### src/hdl/bdpc_pkg.sv
// ----------------------------------------------------------------------------
// bdpc_pkg
// Shared types and constants of the button debounce and press classifier.
// ----------------------------------------------------------------------------
package bdpc_pkg;

    localparam int NUM_BUTTONS_DEF = 5;
    localparam int FIELD_W         = 5;
    localparam int TIME_W          = 32;
    localparam int CFG_W           = 16;
    localparam int CFG_IDX_W       = 2;

    typedef enum logic [CFG_IDX_W-1:0] {
        CFG_DEBOUNCE  = 2'd0,
        CFG_LONG_TIME = 2'd1,
        CFG_SHORT_EN  = 2'd2,
        CFG_LONG_EN   = 2'd3
    } t_cfg_reg;

    localparam logic [CFG_W-1:0]   DEBOUNCE_RST  = 16'd20;
    localparam logic [CFG_W-1:0]   LONG_TIME_RST = 16'd1000;
    localparam logic [FIELD_W-1:0] SHORT_EN_RST  = 5'd31;
    localparam logic [FIELD_W-1:0] LONG_EN_RST   = 5'd31;

    // per-button findings of one tick
    typedef struct packed {
        logic lvl;
        logic press_ev;
        logic rel_ev;
        logic short_ev;
        logic long_ev;
    } t_lane_res;

    // shared timing settings seen by every lane
    typedef struct packed {
        logic [CFG_W-1:0] debounce;
        logic [CFG_W-1:0] long_time;
    } t_lane_cfg;

endpackage

### src/hdl/bdpc_if.sv
// ----------------------------------------------------------------------------
// bdpc channel interfaces
// Sample input, event output and register write channels.
// ----------------------------------------------------------------------------
interface bdpc_in_if import bdpc_pkg::*; ();
    logic               valid;
    logic               ready;
    logic [FIELD_W-1:0] raw_levels;
    logic [TIME_W-1:0]  now_ms;

    modport source (output valid, output raw_levels, output now_ms, input ready);
    modport sink   (input valid, input raw_levels, input now_ms, output ready);
endinterface

interface bdpc_out_if import bdpc_pkg::*; ();
    logic               valid;
    logic               ready;
    logic [FIELD_W-1:0] stable_levels;
    logic [FIELD_W-1:0] press_events;
    logic [FIELD_W-1:0] release_events;
    logic [FIELD_W-1:0] short_events;
    logic [FIELD_W-1:0] long_events;

    modport source (output valid, output stable_levels, output press_events,
                    output release_events, output short_events, output long_events,
                    input ready);
    modport sink   (input valid, input stable_levels, input press_events,
                    input release_events, input short_events, input long_events,
                    output ready);
endinterface

interface bdpc_cfg_if import bdpc_pkg::*; ();
    logic                 valid;
    logic                 ready;
    logic [CFG_IDX_W-1:0] reg_index;
    logic [CFG_W-1:0]     data;

    modport source (output valid, output reg_index, output data, input ready);
    modport sink   (input valid, input reg_index, input data, output ready);
endinterface

### src/hdl/bdpc_lane.sv
// ----------------------------------------------------------------------------
// bdpc_lane
// State and classification logic of one button.
// ----------------------------------------------------------------------------
module bdpc_lane import bdpc_pkg::*; (
    input  logic              i_clk,
    input  logic              i_rst_n,
    input  logic              i_take,
    input  logic              i_raw,
    input  logic [TIME_W-1:0] i_now,
    input  t_lane_cfg         i_cfg,
    input  logic              i_short_en,
    input  logic              i_long_en,
    output t_lane_res         o_res
);

    logic              r_started;
    logic              r_stable;
    logic              r_last_raw;
    logic [TIME_W-1:0] r_change_time;
    logic [TIME_W-1:0] r_press_time;
    logic              r_long_done;

    logic              n_stable;
    logic              n_last_raw;
    logic [TIME_W-1:0] n_change_time;
    logic [TIME_W-1:0] n_press_time;
    logic              n_long_done;

    logic w_changed;
    logic w_settled;
    logic w_flip;
    logic w_press;
    logic w_rel;
    logic w_long_ready;
    logic w_long;
    logic w_ld_eff;

    always_comb begin
        w_changed = i_raw != r_last_raw;
        // a fresh change restarts the window, so only a zero debounce passes
        w_settled = w_changed ? (i_cfg.debounce == '0)
                              : ((i_now - r_change_time) >= TIME_W'(i_cfg.debounce));
        w_flip    = w_settled && (r_stable != i_raw);
        w_press   = w_flip && i_raw;
        w_rel     = w_flip && !i_raw;
        w_ld_eff  = w_press ? 1'b0 : r_long_done;
        w_long_ready = w_press ? (i_cfg.long_time == '0)
                               : ((i_now - r_press_time) >= TIME_W'(i_cfg.long_time));
        n_stable  = w_flip ? i_raw : r_stable;
        w_long    = i_long_en && n_stable && !w_ld_eff && w_long_ready;

        if (r_started) begin
            n_last_raw    = i_raw;
            n_change_time = w_changed ? i_now : r_change_time;
            n_press_time  = w_press ? i_now : r_press_time;
            n_long_done   = w_ld_eff || w_long;
            o_res.lvl      = n_stable;
            o_res.press_ev = w_press;
            o_res.rel_ev   = w_rel;
            o_res.short_ev = w_rel && i_short_en && !r_long_done;
            o_res.long_ev  = w_long;
        end else begin
            // first tick: adopt the raw level without events
            n_last_raw    = i_raw;
            n_change_time = i_now;
            n_press_time  = r_press_time;
            n_long_done   = r_long_done;
            n_stable      = i_raw;
            o_res.lvl      = i_raw;
            o_res.press_ev = 1'b0;
            o_res.rel_ev   = 1'b0;
            o_res.short_ev = 1'b0;
            o_res.long_ev  = 1'b0;
        end
    end

    always_ff @(posedge i_clk) begin
        if (!i_rst_n) begin
            r_started     <= 1'b0;
            r_stable      <= 1'b0;
            r_last_raw    <= 1'b0;
            r_change_time <= '0;
            r_press_time  <= '0;
            r_long_done   <= 1'b0;
        end else if (i_take) begin
            r_started     <= 1'b1;
            r_stable      <= n_stable;
            r_last_raw    <= n_last_raw;
            r_change_time <= n_change_time;
            r_press_time  <= n_press_time;
            r_long_done   <= n_long_done;
        end
    end

endmodule

### src/hdl/bdpc_merge.sv
// ----------------------------------------------------------------------------
// bdpc_merge
// Gathers the lane findings into the registered result of one tick.
// ----------------------------------------------------------------------------
module bdpc_merge import bdpc_pkg::*; #(
    parameter int NUM_BUTTONS = NUM_BUTTONS_DEF
) (
    input  logic         i_clk,
    input  logic         i_rst_n,
    input  logic         i_take,
    input  t_lane_res    i_res [NUM_BUTTONS],
    output logic         o_can_take,
    bdpc_out_if.source   o_out
);

    logic               r_valid;
    logic [FIELD_W-1:0] r_lvl;
    logic [FIELD_W-1:0] r_press;
    logic [FIELD_W-1:0] r_rel;
    logic [FIELD_W-1:0] r_short;
    logic [FIELD_W-1:0] r_long;

    logic [FIELD_W-1:0] w_lvl;
    logic [FIELD_W-1:0] w_press;
    logic [FIELD_W-1:0] w_rel;
    logic [FIELD_W-1:0] w_short;
    logic [FIELD_W-1:0] w_long;

    // buttons past the field width are dropped, missing ones read as zero
    for (genvar b = 0; b < FIELD_W; b++) begin : g_bit
        if (b < NUM_BUTTONS) begin : g_on
            assign w_lvl[b]   = i_res[b].lvl;
            assign w_press[b] = i_res[b].press_ev;
            assign w_rel[b]   = i_res[b].rel_ev;
            assign w_short[b] = i_res[b].short_ev;
            assign w_long[b]  = i_res[b].long_ev;
        end else begin : g_off
            assign w_lvl[b]   = 1'b0;
            assign w_press[b] = 1'b0;
            assign w_rel[b]   = 1'b0;
            assign w_short[b] = 1'b0;
            assign w_long[b]  = 1'b0;
        end
    end

    assign o_can_take = !r_valid || o_out.ready;

    always_ff @(posedge i_clk) begin
        if (!i_rst_n) begin
            r_valid <= 1'b0;
        end else if (i_take) begin
            r_valid <= 1'b1;
        end else if (o_out.ready) begin
            r_valid <= 1'b0;
        end
    end

    always_ff @(posedge i_clk) begin
        if (i_take) begin
            r_lvl   <= w_lvl;
            r_press <= w_press;
            r_rel   <= w_rel;
            r_short <= w_short;
            r_long  <= w_long;
        end
    end

    assign o_out.valid          = r_valid;
    assign o_out.stable_levels  = r_lvl;
    assign o_out.press_events   = r_press;
    assign o_out.release_events = r_rel;
    assign o_out.short_events   = r_short;
    assign o_out.long_events    = r_long;

endmodule

### src/hdl/button_debounce_press_classifier_unit.sv
// a sample transfer shows its result at the output register in the next cycle
// one sample per cycle unless output stalls; each lane updates in the transfer cycle
// the output register frees in the cycle its result transfers, so input stays open
// reset: synchronous, active low; clears button state and restores register defaults
// ----------------------------------------------------------------------------
// button_debounce_press_classifier_unit
// Debounces a row of buttons and reports press, release, short and long events.
// ----------------------------------------------------------------------------
module button_debounce_press_classifier_unit import bdpc_pkg::*; #(
    parameter int NUM_BUTTONS = NUM_BUTTONS_DEF
) (
    input  logic        i_clk,
    input  logic        i_rst_n,
    bdpc_in_if.sink     i_in,
    bdpc_out_if.source  o_out,
    bdpc_cfg_if.sink    i_cfg
);

    logic [CFG_W-1:0]   r_debounce;
    logic [CFG_W-1:0]   r_long_time;
    logic [FIELD_W-1:0] r_short_en;
    logic [FIELD_W-1:0] r_long_en;

    logic      w_can_take;
    logic      w_take;
    t_lane_cfg w_lane_cfg;
    t_lane_res w_res [NUM_BUTTONS];

    assign i_cfg.ready = 1'b1;

    always_ff @(posedge i_clk) begin
        if (!i_rst_n) begin
            r_debounce  <= DEBOUNCE_RST;
            r_long_time <= LONG_TIME_RST;
            r_short_en  <= SHORT_EN_RST;
            r_long_en   <= LONG_EN_RST;
        end else if (i_cfg.valid) begin
            unique case (t_cfg_reg'(i_cfg.reg_index))
                CFG_DEBOUNCE:  r_debounce  <= i_cfg.data;
                CFG_LONG_TIME: r_long_time <= i_cfg.data;
                CFG_SHORT_EN:  r_short_en  <= i_cfg.data[FIELD_W-1:0];
                CFG_LONG_EN:   r_long_en   <= i_cfg.data[FIELD_W-1:0];
                default:       r_debounce  <= r_debounce;
            endcase
        end
    end

    assign w_lane_cfg.debounce  = r_debounce;
    assign w_lane_cfg.long_time = r_long_time;

    assign i_in.ready = w_can_take;
    assign w_take     = i_in.valid && w_can_take;

    for (genvar g = 0; g < NUM_BUTTONS; g++) begin : g_lane
        logic w_raw;
        logic w_sen;
        logic w_len;

        // buttons past the field width see a released level and no enables
        if (g < FIELD_W) begin : g_wired
            assign w_raw = i_in.raw_levels[g];
            assign w_sen = r_short_en[g];
            assign w_len = r_long_en[g];
        end else begin : g_idle
            assign w_raw = 1'b0;
            assign w_sen = 1'b0;
            assign w_len = 1'b0;
        end

        bdpc_lane u_lane (
            .i_clk      (i_clk),
            .i_rst_n    (i_rst_n),
            .i_take     (w_take),
            .i_raw      (w_raw),
            .i_now      (i_in.now_ms),
            .i_cfg      (w_lane_cfg),
            .i_short_en (w_sen),
            .i_long_en  (w_len),
            .o_res      (w_res[g])
        );
    end

    bdpc_merge #(
        .NUM_BUTTONS (NUM_BUTTONS)
    ) u_merge (
        .i_clk      (i_clk),
        .i_rst_n    (i_rst_n),
        .i_take     (w_take),
        .i_res      (w_res),
        .o_can_take (w_can_take),
        .o_out      (o_out)
    );

    // a sample transfer always produces a result in the next cycle
    a_take_gives_result: assert property (@(posedge i_clk) disable iff (!i_rst_n)
        (i_in.valid && i_in.ready) |=> o_out.valid)
        else $error("accepted sample produced no result");

    a_press_rel_excl: assert property (@(posedge i_clk) disable iff (!i_rst_n)
        o_out.valid |-> ((o_out.press_events & o_out.release_events) == '0))
        else $error("press and release on the same button");

    a_short_needs_rel: assert property (@(posedge i_clk) disable iff (!i_rst_n)
        o_out.valid |-> ((o_out.short_events & ~o_out.release_events) == '0))
        else $error("short event without release");

    a_level_matches: assert property (@(posedge i_clk) disable iff (!i_rst_n)
        o_out.valid |-> (((o_out.press_events | o_out.long_events)
                          & ~o_out.stable_levels) == '0
                         && (o_out.release_events & o_out.stable_levels) == '0))
        else $error("event disagrees with stable level");

endmodule

### src/flat_wrapper.sv
// flat-port wrapper written by rule: the top's interface ports become plain ports
module button_debounce_press_classifier_unit_flat import bdpc_pkg::*;
#(
    parameter int NUM_BUTTONS = NUM_BUTTONS_DEF
)
  (i_clk, i_rst_n, i_in_valid, i_in_raw_levels, i_in_now_ms, i_in_ready, o_out_valid, o_out_stable_levels, o_out_press_events, o_out_release_events, o_out_short_events, o_out_long_events, o_out_ready, i_cfg_valid, i_cfg_reg_index, i_cfg_data, i_cfg_ready);
  bdpc_in_if i_in_i ();
  bdpc_out_if o_out_i ();
  bdpc_cfg_if i_cfg_i ();
  input  logic i_clk;
  input  logic i_rst_n;
  input wire logic [$bits(i_in_i.valid)-1:0] i_in_valid;
  input wire logic [$bits(i_in_i.raw_levels)-1:0] i_in_raw_levels;
  input wire logic [$bits(i_in_i.now_ms)-1:0] i_in_now_ms;
  output wire logic [$bits(i_in_i.ready)-1:0] i_in_ready;
  output wire logic [$bits(o_out_i.valid)-1:0] o_out_valid;
  output wire logic [$bits(o_out_i.stable_levels)-1:0] o_out_stable_levels;
  output wire logic [$bits(o_out_i.press_events)-1:0] o_out_press_events;
  output wire logic [$bits(o_out_i.release_events)-1:0] o_out_release_events;
  output wire logic [$bits(o_out_i.short_events)-1:0] o_out_short_events;
  output wire logic [$bits(o_out_i.long_events)-1:0] o_out_long_events;
  input wire logic [$bits(o_out_i.ready)-1:0] o_out_ready;
  input wire logic [$bits(i_cfg_i.valid)-1:0] i_cfg_valid;
  input wire logic [$bits(i_cfg_i.reg_index)-1:0] i_cfg_reg_index;
  input wire logic [$bits(i_cfg_i.data)-1:0] i_cfg_data;
  output wire logic [$bits(i_cfg_i.ready)-1:0] i_cfg_ready;
  assign i_in_i.valid = i_in_valid;
  assign i_in_i.raw_levels = i_in_raw_levels;
  assign i_in_i.now_ms = i_in_now_ms;
  assign i_in_ready = i_in_i.ready;
  assign o_out_valid = o_out_i.valid;
  assign o_out_stable_levels = o_out_i.stable_levels;
  assign o_out_press_events = o_out_i.press_events;
  assign o_out_release_events = o_out_i.release_events;
  assign o_out_short_events = o_out_i.short_events;
  assign o_out_long_events = o_out_i.long_events;
  assign o_out_i.ready = o_out_ready;
  assign i_cfg_i.valid = i_cfg_valid;
  assign i_cfg_i.reg_index = i_cfg_reg_index;
  assign i_cfg_i.data = i_cfg_data;
  assign i_cfg_ready = i_cfg_i.ready;
  button_debounce_press_classifier_unit #(.NUM_BUTTONS(NUM_BUTTONS)) u_core (.i_clk(i_clk), .i_rst_n(i_rst_n), .i_in(i_in_i), .o_out(o_out_i), .i_cfg(i_cfg_i));
endmodule
### config.mk
export PLATFORM = sky130hd
export DESIGN_NAME = button_debounce_press_classifier_unit_flat
export DESIGN_NICKNAME = d
export VERILOG_FILES = /design/src/hdl/bdpc_pkg.sv /design/src/hdl/bdpc_if.sv /design/src/hdl/bdpc_lane.sv /design/src/hdl/bdpc_merge.sv /design/src/hdl/button_debounce_press_classifier_unit.sv /design/src/flat_wrapper.sv
export SDC_FILE = /design/constraint.sdc
export NUM_CORES = 2
export LEC_CHECK = 0
export BUFFER_PORTS_ARGS = -buffer_cell sky130_fd_sc_hd__buf_2
export CORE_MARGIN = 5
export CORE_UTILIZATION = 41
export DETAILED_ROUTE_END_ITERATION = 12
export MAX_ROUTING_LAYER = met4
export SLEW_MARGIN = 20
export SYNTH_ARGS = -nofsm -noshare
export SYNTH_HDL_FRONTEND = slang
export SYNTH_SLANG_ARGS = --single-unit
### constraint.sdc
create_clock -name i_clk -period 8.3 [get_ports i_clk]
set_clock_uncertainty 0.2 [all_clocks]
set_input_delay 1.66 -clock i_clk [delete_from_list [all_inputs] [get_ports i_clk]]
set_output_delay 1.66 -clock i_clk [all_outputs]
set_load 0.01 [all_outputs]
Word-level counts from Yosys, hierarchy flattened
Cells that the tools add are included.
{"block": "totals", "reg_bits": 404, "elab_cells": 214}
{"block": "op_classes", "n_addsub": 10, "order_cmp": 10, "n_eq_ne": 18, "mux": 42, "n_reduce_logical": 82}
{"operator": ">= comparator 32 x 16 -> 1 bit", "count": 10}
{"operator": "two-way mux 32 bit", "count": 10}
{"operator": "subtractor 32 bit", "count": 10}
{"operator": "logical AND 1 bit", "count": 41}
{"operator": "logical NOT 16 bit", "count": 2}
{"operator": "two-way mux 1 bit", "count": 27}
{"operator": "two-way mux 5 bit", "count": 5}
{"operator": "AND reduction 2 bit", "count": 10}
{"operator": "logical NOT 1 bit", "count": 16}
{"operator": "AND reduction 3 bit", "count": 5}
{"operator": "inequality test 1 bit", "count": 10}
{"operator": "inequality test 2 x 1 -> 1 bit (second input constant)", "count": 5}
{"operator": "logical OR 1 bit", "count": 6}
{"operator": "== test 2 bit (second input constant)", "count": 2}
{"operator": "== test 2 x 1 -> 1 bit (second input constant)", "count": 1}
{"operator": "logical NOT 2 bit", "count": 1}
{"operator": "nonzero test 2 bit", "count": 1}

Logic depth before layout (Yosys ltp)
{"block": "logic_depth", "word_depth": 10, "ltp_mapped": 26}

Hierarchy
Synthesis repeated with hierarchy kept, for this count alone.
{"block": "unflattened", "cells_unflattened": 5604, "area_unflattened_um2": 40995.6}
{"mod": "bdpc_lane (u_core.g_lane[2].u_lane ...)", "n_inst": 2, "cells_per_inst": 1093, "area_each_um2": 7588.5}
{"mod": "bdpc_lane (u_core.g_lane[1].u_lane)", "n_inst": 1, "cells_per_inst": 1123, "area_each_um2": 7833.8}
{"mod": "bdpc_lane (u_core.g_lane[4].u_lane)", "n_inst": 1, "cells_per_inst": 1094, "area_each_um2": 7820.0}
{"mod": "bdpc_lane (u_core.g_lane[0].u_lane)", "n_inst": 1, "cells_per_inst": 998, "area_each_um2": 7597.3}
{"mod": "button_debounce_press_classifier_unit", "n_inst": 1, "cells_per_inst": 174, "area_each_um2": 1767.9}
{"mod": "bdpc_merge", "n_inst": 1, "cells_per_inst": 29, "area_each_um2": 799.5}

Worst setup path after synthesis
OpenSTA, ideal clock, no wires.
{"block": "synth_timing", "path_type": "input to register", "from": "input i_in_now_ms[0]", "to": "register u_core.u_merge.r_lvl[0] (netlist: u_core.u_merge.o_out.stable_levels[0]) (data pin)", "setup_ns": 0.260, "arrival_ns": 6.427, "required_time_ns": 7.840, "path_slack_ns": 1.413, "stages": 23, "path_buffers": 1, "path_cell_list": "clkbuf_1 inv_1 ha_1 fa_1 nand2b_1 a21oi_1 o21ai_1 a31oi_1 a21o_1 a21oi_1 xnor2_1 ha_1 nand4_1 o22ai_1 a311oi_1 o211ai_1 or4b_1 nor4_1 o2111ai_1 nor4b_4 o21bai_1 nand2_1 mux2_2"}
{"block": "synth_between", "elab_chain_cells": 6}
{"item": "from (decl)", "line_no": "flat_wrapper.sv:14", "source": "input wire logic [$bits(i_in_i.now_ms)-1:0] i_in_now_ms;"}
{"item": "subtractor 32 bit", "line_no": "bdpc_lane.sv:43", "source": ": ((i_now - r_change_time) >= TIME_W'(i_cfg.debounce));"}
{"item": ">= comparator 32 x 16 -> 1 bit", "line_no": "bdpc_lane.sv:43"}
{"item": "two-way mux 1 bit", "line_no": "bdpc_lane.sv:42", "source": "w_settled = w_changed ? (i_cfg.debounce == '0)"}
{"item": "logical AND 1 bit", "line_no": "bdpc_lane.sv:44", "source": "w_flip = w_settled && (r_stable != i_raw);"}
{"item": "two-way mux 1 bit", "line_no": "bdpc_lane.sv:50", "source": "n_stable = w_flip ? i_raw : r_stable;"}
{"item": "two-way mux 5 bit", "line_no": "bdpc_lane.sv:53", "source": "if (r_started) begin"}
{"item": "to (signal assigned)", "line_no": "bdpc_merge.sv:60", "source": "r_lvl <= w_lvl;"}
{"item": "to (decl)", "line_no": "bdpc_merge.sv:17", "source": "logic [FIELD_W-1:0] r_lvl;"}
Every way passes these cells.
A chain may end at the register's enable or synchronous reset.

Worst setup path in the final report
{"block": "layout_timing", "from": "input i_in_now_ms[1]", "to": "register u_core.g_lane[1].u_lane.r_press_time[23]"}
{"block": "layout_between", "elab_chain_cells": 6}
{"item": "subtractor 32 bit", "line_no": "bdpc_lane.sv:43"}
{"item": ">= comparator 32 x 16 -> 1 bit", "line_no": "bdpc_lane.sv:43"}
{"item": "two-way mux 1 bit", "line_no": "bdpc_lane.sv:42"}
{"item": "logical AND 1 bit", "line_no": "bdpc_lane.sv:44"}
{"item": "logical AND 1 bit", "line_no": "bdpc_lane.sv:45", "source": "w_press = w_flip && i_raw;"}
{"item": "AND reduction 3 bit (no line)"}
{"item": "to (signal assigned)", "line_no": "bdpc_lane.sv:91", "source": "r_press_time <= n_press_time;"}
{"item": "to (decl)", "line_no": "bdpc_lane.sv:21", "source": "logic [TIME_W-1:0] r_press_time;"}
Every way passes these cells.

==> results.cfg <==
[run_status]
status = complete, no violations

[sta]
maxSlewViolCount = 0
relSlewSlack_pct = 27.02
fmax_ghz = 0.1394
post-route-period-util_pct = 86.41
period_minus_slack_ns = 7.172
whs_ns = 0.2645
finalSetupViolations = 0
rsz0062_at_grt = false
tightest_slew_ns = 1.095
hold_violations = 0
fin_tns_setup_ns = 0

[power]
pwr_density_cell_nw_per_um2 = 161.7
total_power_w = 0.006856
peakVddDrop_mv = 0.1357
power_leakage_nw = 16.39

[synth]
yosysSeqAreaShare_pct = 21.50
synth_ff_type = dfxtp_1
synth.area.top_cells = dfxtp_1 (20%), ha_1 (15%), nand2_1 (6.9%), mux2i_1 (5.0%), a21oi_1 (4.6%)
yosys.area.top_type = dfxtp_1
avgSynthCellArea_um2 = 7.593
synth_area_um2 = 38780
synth.top_cell.area_share_pct = 19.57
synth-edff-count = 25
syn_inst = 5107
syn_nets = 5647
synth_warnings = 0
synth_cell_types = 94
async_reset_ff_share_pct = 0
ys_ff_latch = 404

[place]
portBuffers = 86
place_inst = 6302
dpl_cell_area_um2 = 40540
place_congestion = 0.9736
dp_hpwl_um = 101600

[worst_setup_path]
setup.worst_path.start_class = input pin
slowest_delay_ns = 0.68
ff2ff_setup_slack_ns = 2.06
required_ns = 8.61
crit_path_frequent_cell = buf_4
endpoint = u_core.g_lane[1].u_lane.r_press_time[23]
critPathSlowestCell = a2111oi_0
arrival_ns = 7.49
cp-startpoint = i_in_now_ms[1]
crit_type = input pin to flip-flop
cp-end-kind = flip-flop
rr_endpoint = u_core.u_merge.o_out.long_events[3]
rr_startpoint = u_core.g_lane[3].u_lane.r_press_time[1]
crit_chain = buf_2 -> buf_4 -> inv_1 -> buf_4 -> fa_1 -> nand2b_1 -> a21oi_1 -> nor2_1 -> xnor2_1 -> ha_1 -> o211a_1 -> a2111oi_0 -> a21oi_1 -> nor3_1 -> nand4_1 -> a2111o_1 -> nor4_1 -> nand4_1 -> nand3_2 -> buf_4 -> mux2i_1 -> nor2b_1
crit_fanout = 33
reg2reg_depth = 22

[clocking]
cts_setup_buffers = 0
hold_buffers = 0
clk_path_buf_depth = 3
cts_resized = 0
cts_tree = done
cts_made_buffers = 52
worstSkewPairLatency_ns = 0.63
root_buffer = clkbuf_16
htree_levels = 2
clk_pin_slew_ns = 0.06
cts_num_sinks = 404

[global_routing]
grt_pass1_wl_um = 205400
grt_pass1_vias = 34710
met3_usage_pct = 3.133
grt_usage_pct = 26.19
overflow = 0
top_usage_layer = met2
grt_use_met1_pct = 33.40
grt_max_degree = 240
grt_util_met2_pct = 42.84
antenna_found_initial = 6

[drt]
detail-route-antenna-nets = 0
vias = 37190
wire_per_inst_um = 21.17
viasPerCell = 5.809
dr.pass1.iters = 6
routed_wl_um = 135600
first_iter_violations = 3160
drc = 0

[job]
maxCapViolCount = 0

[layout]
drive_gt1_share_pct = 6.163
fin_area_um2 = 42410
area_growth_pct = 9.364
final_cell_mix = nand2_1 (709), ha_1 (470), inv_1 (438), dfxtp_1 (379), a21oi_1 (355)
final_cells = 6403
multi_input_area_um2 = 27920
final_common_cell = nand2_1
nets = 5642
regArea_um2 = 8338
nFillCells = 9600

[die]
io_pins = 88
start_util_pct = 41.42
core_um2 = 93610
die_width_um = 317.5
die_y_um = 317.5
core.rowCount = 112
die_area_um2 = 100800

[hold_path]
min_path_cells = 2
min_path_type = flip-flop to flip-flop
[flip-flops by register name, indices dropped and copies added (netlist names), 16 cells and up]
register and count:
u_core.r_debounce 16, u_core.g_lane.u_lane.r_change_time 160, u_core.r_long_time 16, u_core.g_lane.u_lane.r_press_time 160
[metal layers]
metal | up-vias | wire, um
met3 | 258 | 7523
met5 | - | 0
met4 | 0 | 5845
met2 | 1125 | 62070
li1 | 18200 | -
met1 | 17610 | 60120
[synthesized netlist by cell type (25+ instances only)]
cell and count:
a211oi_1 59, a21boi_0 206, a21o_1 121, a21oi_1 360, a31oi_1 43, and2_1 34, and3_1 40, clkbuf_1 188
dfxtp_1 379, edfxtp_1 25, ha_1 470, inv_1 439, mux2i_1 194, nand2_1 709, nand2b_1 66, nand3_1 104
nand4_1 94, nor2_1 239, nor2b_1 202, nor3_1 86, nor4_1 43, o211ai_1 45, o21a_1 61, o21ai_0 204
o21bai_1 42, xnor2_1 123, xor2_1 76
[critical path, delay by kind of cell]
kind | cells | cell delay, ns
fa+ha+maj | 2 | 0.74
xor+xnor | 1 | 0.14
mux | 1 | 0.28
buf+inv | 5 | 1.37
simple gates | 8 | 1.50
compound gates | 5 | 1.73
[logic make-up after synthesis]
group	share of synthesized area, %
adders and majority gates	15.68
and+or+nand+nor	22.20
xor gates and xnor gates	4.495
muxes	5.414
buffers and inverters	6.621
DFF	21.50
AOI/OAI and AO/OA	24.07
other	0.009671
[power by group]
group | internal [W] | switching (W)
clock | 0.00149 | 0.00101
combinational | 0.000865 | 0.00141
sequential | 0.00204 | 0.0000485
total | 0.00439 | 0.00246
[stage by stage]
step	utilization (%)	setup slack [ns]
finish	45.30	1.128
global route	45.30	0.7033
CTS	45.29	1.139
detailed placement	43.31	0.4977
global placement	43.31	0.5636
floorplan	-	1.413
[how the worst min path moves through the flow]
stage,slack [ns],from,end
floorplan,0.24,u_core.r_short_en[4],u_core.r_short_en[4]
global placement,0.25,u_core.g_lane[1].u_lane.r_change_time[25],u_core.g_lane[1].u_lane.r_change_time[25]
detailed placement,0.26,u_core.g_lane[0].u_lane.r_change_time[27],u_core.g_lane[0].u_lane.r_change_time[27]
CTS,0.27,u_core.g_lane[0].u_lane.r_change_time[27],u_core.g_lane[0].u_lane.r_change_time[27]
global route,0.28,u_core.g_lane[4].u_lane.r_change_time[18],u_core.g_lane[4].u_lane.r_change_time[18]
finish,0.26,u_core.g_lane[1].u_lane.r_change_time[11],u_core.g_lane[1].u_lane.r_change_time[11]
[area by class of cell]
class,instances,area share (%)
Multi-Input combinational cell,4040,65.83
Sequential cell,404,19.66
Inverter,439,3.886
Tap cell,1254,3.700
Clock buffer,64,3.417
Timing Repair Buffer,165,2.526
Clock inverter,32,0.9500
Antenna cell,5,0.02950
No activity file was read; power rests on OpenSTA's default activity.
